File: src/rtl/wwt_pkg.sv
// Shared types, constants and elaboration-time functions for the warped-wave texture pixel.
// Used by the top level, wwt_wave and wwt_smooth; depends on nothing.
`default_nettype none

package wwt_pkg;

   // Signed Q.16 angle or value, wide enough for every warped coordinate
   typedef logic signed [27:0] ang_type;
   // Constant multiplier for a Q.16 product
   typedef logic signed [18:0] coef_type;
   // Q1.15 sine or cosine value
   typedef logic signed [15:0] wave_val_type;
   // Quarter-wave table contents
   typedef logic [14:0] wave_rom_type [1024];

   localparam int QONE = 65536;
   localparam int PIPE_DEPTH = 24;
   localparam logic [11:0] QUARTER_TURN = 12'd1024;

   // Palette split point and the width of the upper range, Q0.16
   localparam logic [16:0] SPLIT = 17'd34079;
   localparam logic [16:0] UPPER = 17'd31457;
   // Divisors of the rescale (twice the range) and their reciprocals at 2^47
   localparam logic [16:0] DIV_LOW = 17'd68158;
   localparam logic [16:0] DIV_HIGH = 17'd62914;
   localparam logic [31:0] RCP_LOW = 32'((64'd1 << 47) / 64'd68158);
   localparam logic [31:0] RCP_HIGH = 32'((64'd1 << 47) / 64'd62914);

   // Configuration register indexes
   localparam logic [1:0] CSR_LOW_COLOR = 2'd0;
   localparam logic [1:0] CSR_MID_COLOR = 2'd1;
   localparam logic [1:0] CSR_HIGH_COLOR = 2'd2;

   localparam logic [23:0] LOW_COLOR_RST = 24'h192D35;
   localparam logic [23:0] MID_COLOR_RST = 24'h486F58;
   localparam logic [23:0] HIGH_COLOR_RST = 24'hBE9E65;

   // Q.16 product with round half up (floor of the biased product)
   function automatic ang_type mulq(input coef_type c, input ang_type v);
      logic signed [47:0] p;
      p = 48'(c) * 48'(v) + 48'sd32768;
      return ang_type'(p >>> 16);
   endfunction

   // Angle in radians to a phase of 1/4096 turn, rounded half up
   function automatic logic [11:0] phase_of(input ang_type a);
      logic signed [59:0] p;
      p = 60'(a) * 60'sd42722830 + 60'sd2147483648;
      return p[43:32];
   endfunction

   // Quarter-wave sine table, Taylor series in Q2.30 rounded to Q1.15
   function automatic wave_rom_type build_wave();
      wave_rom_type t;
      logic [63:0] x;
      logic [63:0] x2;
      logic [63:0] term;
      logic signed [63:0] s;
      logic signed [63:0] e;
      for (int i = 0; i < 1024; i++) begin
         x = (64'(i) * 64'd1686629713 + 64'd512) >> 10;
         x2 = (x * x) >> 30;
         term = x;
         s = signed'(x);
         term = ((term * x2) >> 30) / 64'd6;
         s = s - signed'(term);
         term = ((term * x2) >> 30) / 64'd20;
         s = s + signed'(term);
         term = ((term * x2) >> 30) / 64'd42;
         s = s - signed'(term);
         term = ((term * x2) >> 30) / 64'd72;
         s = s + signed'(term);
         term = ((term * x2) >> 30) / 64'd110;
         s = s - signed'(term);
         term = ((term * x2) >> 30) / 64'd156;
         s = s + signed'(term);
         e = (s + 64'sd16384) >>> 15;
         if (e > 64'sd32767) e = 64'sd32767;
         if (e < 64'sd0) e = 64'sd0;
         t[i] = 15'(e);
      end
      return t;
   endfunction

endpackage

`default_nettype wire

File: src/rtl/wwt_smooth.sv
// Two-stage smoothstep on a Q.16 argument clamped to [0,1].
// Uses wwt_pkg for the angle type.
`default_nettype none

module wwt_smooth (
   input  logic             clock,
   input  logic             en,
   input  wwt_pkg::ang_type arg,
   output logic [16:0]      result
);
   import wwt_pkg::*;

   logic [16:0] t_in;
   logic [16:0] t2_in;
   logic [16:0] t_ff;
   logic [16:0] t2_ff;
   logic [17:0] slope;
   logic [34:0] prod;
   logic [16:0] result_in;
   logic [16:0] result_ff;

   // stage 1: clamp and square
   assign t_in = (arg < 0) ? 17'd0 :
                 (arg > ang_type'(QONE)) ? 17'd65536 : arg[16:0];
   assign t2_in = 17'((34'(t_in) * 34'(t_in) + 34'd32768) >> 16);

   always_ff @(posedge clock) begin
      if (en) begin
         t_ff  <= t_in;
         t2_ff <= t2_in;
      end
   end

   // stage 2: t^2 * (3 - 2t)
   assign slope = 18'd196608 - {t_ff, 1'b0};
   assign prod = 35'(t2_ff) * 35'(slope);
   assign result_in = 17'((prod + 35'd32768) >> 16);

   always_ff @(posedge clock) begin
      if (en) result_ff <= result_in;
   end

   assign result = result_ff;

endmodule

`default_nettype wire

File: config.mk
export PLATFORM = sky130hd
export DESIGN_NAME = wwt_smooth
export DESIGN_NICKNAME = d
export VERILOG_FILES = /design/src/rtl/wwt_pkg.sv /design/src/rtl/wwt_smooth.sv
export SDC_FILE = /design/constraint.sdc
export NUM_CORES = 1
export LEC_CHECK = 0
export ABC_AREA = 0
export BUFFER_PORTS_ARGS = -buffer_cell sky130_fd_sc_hd__buf_2
export CORE_MARGIN = 2
export CORE_UTILIZATION = 70
export CTS_CLUSTER_DIAMETER = 150
export DETAILED_ROUTE_END_ITERATION = 10
export PLACE_DENSITY = 0.88
export SYNTH_ARGS = -nofsm -noshare
export SYNTH_HDL_FRONTEND = slang
export SYNTH_SLANG_ARGS = --single-unit
File: constraint.sdc
create_clock -name clock -period 13.2 [get_ports clock]
set_input_delay 2.64 -clock clock [delete_from_list [all_inputs] [get_ports clock]]
set_output_delay 2.64 -clock clock [all_outputs]
set_load 0.02 [all_outputs]
==> reports/metrics.yaml <==
wirelength_um: 42500
fp.dieH_um: 167
worstPathRequired_ps: 13270
violations: "design-rule violations"
worstReg2RegStart: "t_ff[5]$_DFFE_PP_"
async_reset_ff_share_pct: 0
place_congestion: 0.937
fin_util_pct: 74.2
gr-usage-all-layers_pct: 33.4
synth_flop_cell: "edfxtp_1"
hp-class: "reg2reg"
yosysSeqAreaShare_pct: 8.22
drt_pass1_iterations: 9
end_kind: "flop"
grt_pass1_vias: 15300
clock_latency_ps: 320
cts.htree.levels: 2
syn_area_um2: 18600
coreArea_um2: 26100
initial_core_util_pct: 71.3
synth-simple-area-share_pct: 14.9
design_area_um2: 19400
dp_hpwl_um: 35300
num_rows: 59
cts_num_sinks: 51
synth-edff-count: 51
grt_pass1_wl_um: 73200
worstSetupStartpoint: "arg[3]"
place_area_um2: 19200
drtAntennaViolNets: 0
drc: 1
maxSlewViolCount: 0
min_period_over_period_pct: 82.4
cts-buffers-inserted: 5
path_max_fanout: 81
root_buffer: "clkbuf_16"
syn_inst: 1972
post_cts_buffers: 0
grt-ovfl-total: 0
wire_per_inst_um: 18.3
die-width_um: 167
synth_top_area_cell: "fa_1"
antenna_cells: 0
grt_max_degree: 82
area_growth_pct: 4.01
crit_type: "in2reg"
cts_tree: "done"
synth_top_family_by_area: "adder cells"
critical_path_arrival_ps: 10950
status: "finished, violations left"
multi_input_area_um2: 15000
nFillCells: 1810
fmax_mhz: 91.9
netlist_top_cells_area: "fa_1 (45%), ha_1 (14%), inv_1 (10%), edfxtp_1 (8.2%), and2_1 (5.1%)"
final_common_cell: "inv_1"
antenna_found_initial: 0
num_io_pins: 47
synth_xor_area_share_pct: 2.68
clock_path_buffers: 2
yosys.area.top_type_share_pct: 44.7
via_per_inst: 5.77
finalSetupViolations: 0
final-seq-area_um2: 1530
num_vias: 13400
cts.repair.resized: 0
hp-start: "t_ff[16]$_DFFE_PP_"
syn_avg_cell_area_um2: 9.45
clkTransAtPathRegs_ps: 90
worst_pin_slew_ps: 1140
synth_cell_types: 54
hold_violations: 0
drt_iter0_markers: 1106
hold_buffers: 0
cap_violations: 0
finalSetupTns_ps: 0
cp-start-kind: "primary input"
die-area_um2: 27900
slew_headroom_pct: 23.5
port-buffer-count: 46
synth_fa_ha_area_share_pct: 58.9
synth_mux_area_share_pct: 0.175
drive_gt1_share_pct: 4.07
synth_compound_area_share_pct: 3.05
fin_skew_ps: 10.9
rsz0062_at_grt: "false"
final_cell_mix: "inv_1 (519), fa_1 (416), nand2_1 (225), ha_1 (212), and2_1 (152)"
synth_warnings: 0
synth-seq-cells: 51
fin_nets: 2647
fin_crit_ps: 10880
worst max-delay path, cell delays in order:
cell and delay, ps:
buf_2 210, nor4_1 300, a41oi_1 290, nor2_4 940
and2_1 370, nand2_1 170, fa_1 570, inv_1 50
fa_1 490, inv_1 60, fa_1 520, inv_1 50
fa_1 460, fa_1 500, inv_1 60, fa_1 480
inv_1 40, ha_1 310, nand4_1 140, or4_1 610
nor3_1 370, o2111a_1 330, o21ai_0 170, a311oi_1 470
mux2i_1 240, nand3_1 90
cells in the mapped netlist (all sizes together) (3+ instances only):
| master | count |
|---|---|
| nand2 | 225 |
| nand3 | 11 |
| xor2 | 15 |
| or4 | 4 |
| and3 | 67 |
| nor3 | 21 |
| edfxtp | 51 |
| a211oi | 5 |
| xnor2 | 42 |
| buf | 4 |
| o21ai | 10 |
| a21o | 13 |
| and2 | 153 |
| a21oi | 26 |
| o21a | 4 |
| ha | 212 |
| clkbuf | 72 |
| nor4 | 11 |
| nand4 | 7 |
| inv | 519 |
| fa | 416 |
| o31ai | 5 |
| nor2b | 6 |
| a31oi | 3 |
| nor2 | 39 |
| and4 | 3 |
worst paths after layout:
kind                           to  slack (ps)  cells past startpoint
max           t2_ff[11]$_DFFE_PP_        2320                     26
min          result[16]$_DFFE_PP_        1100                      5
max reg2reg  result[13]$_DFFE_PP_        4020                     25
min reg2reg  result[16]$_DFFE_PP_        1100                      5
logic make-up after synthesis:
kind of cell / after synthesis
AO/OA/AOI/OAI: 84
XOR/XNOR: 57
adder cells (fa/ha/maj): 628
buffers and inverters: 595
flip-flops: 51
multiplexers: 3
other: 2
AND/OR/NAND/NOR: 552
flip-flops by register name, indices dropped and copies added, names as in the netlist:
| signal | flops |
|---|---|
| t_ff | 17 |
| result | 17 |
| t2_ff | 17 |
stage by stage:
step | cells | hold WS, ps | setup WS, ps
floorplan | 1994 | 822 | 3500
global placement | 2317 | 1030 | 2390
detailed placement | 2317 | 1050 | 2060
CTS | 2325 | 1090 | 2390
global route | 2325 | 1150 | 1580
finish | 2325 | 1100 | 2320
cell type report:
cell class | instances | area share, %
Multi-Input combinational cell | 1348 | 77.2
Tap cell | 335 | 2.16
Clock inverter | 3 | 0.142
Clock buffer | 5 | 0.646
Timing Repair Buffer | 64 | 1.89
Sequential cell | 51 | 7.90
Inverter | 519 | 10.1
routing by layer:
layer / vias up / GRT usage, % / share of wire [%]
met5: - / 0 / 0
met4: 0 / 15.5 / 5.0
met3: 153 / 6.31 / 8.1
met2: 609 / 59.1 / 52
met1: 6738 / 39.8 / 35
li1: 5905 / - / -
Power is left out: the tool's default activity adds up to more than one toggle a clock period on the data nets, which glitch-free logic cannot reach.
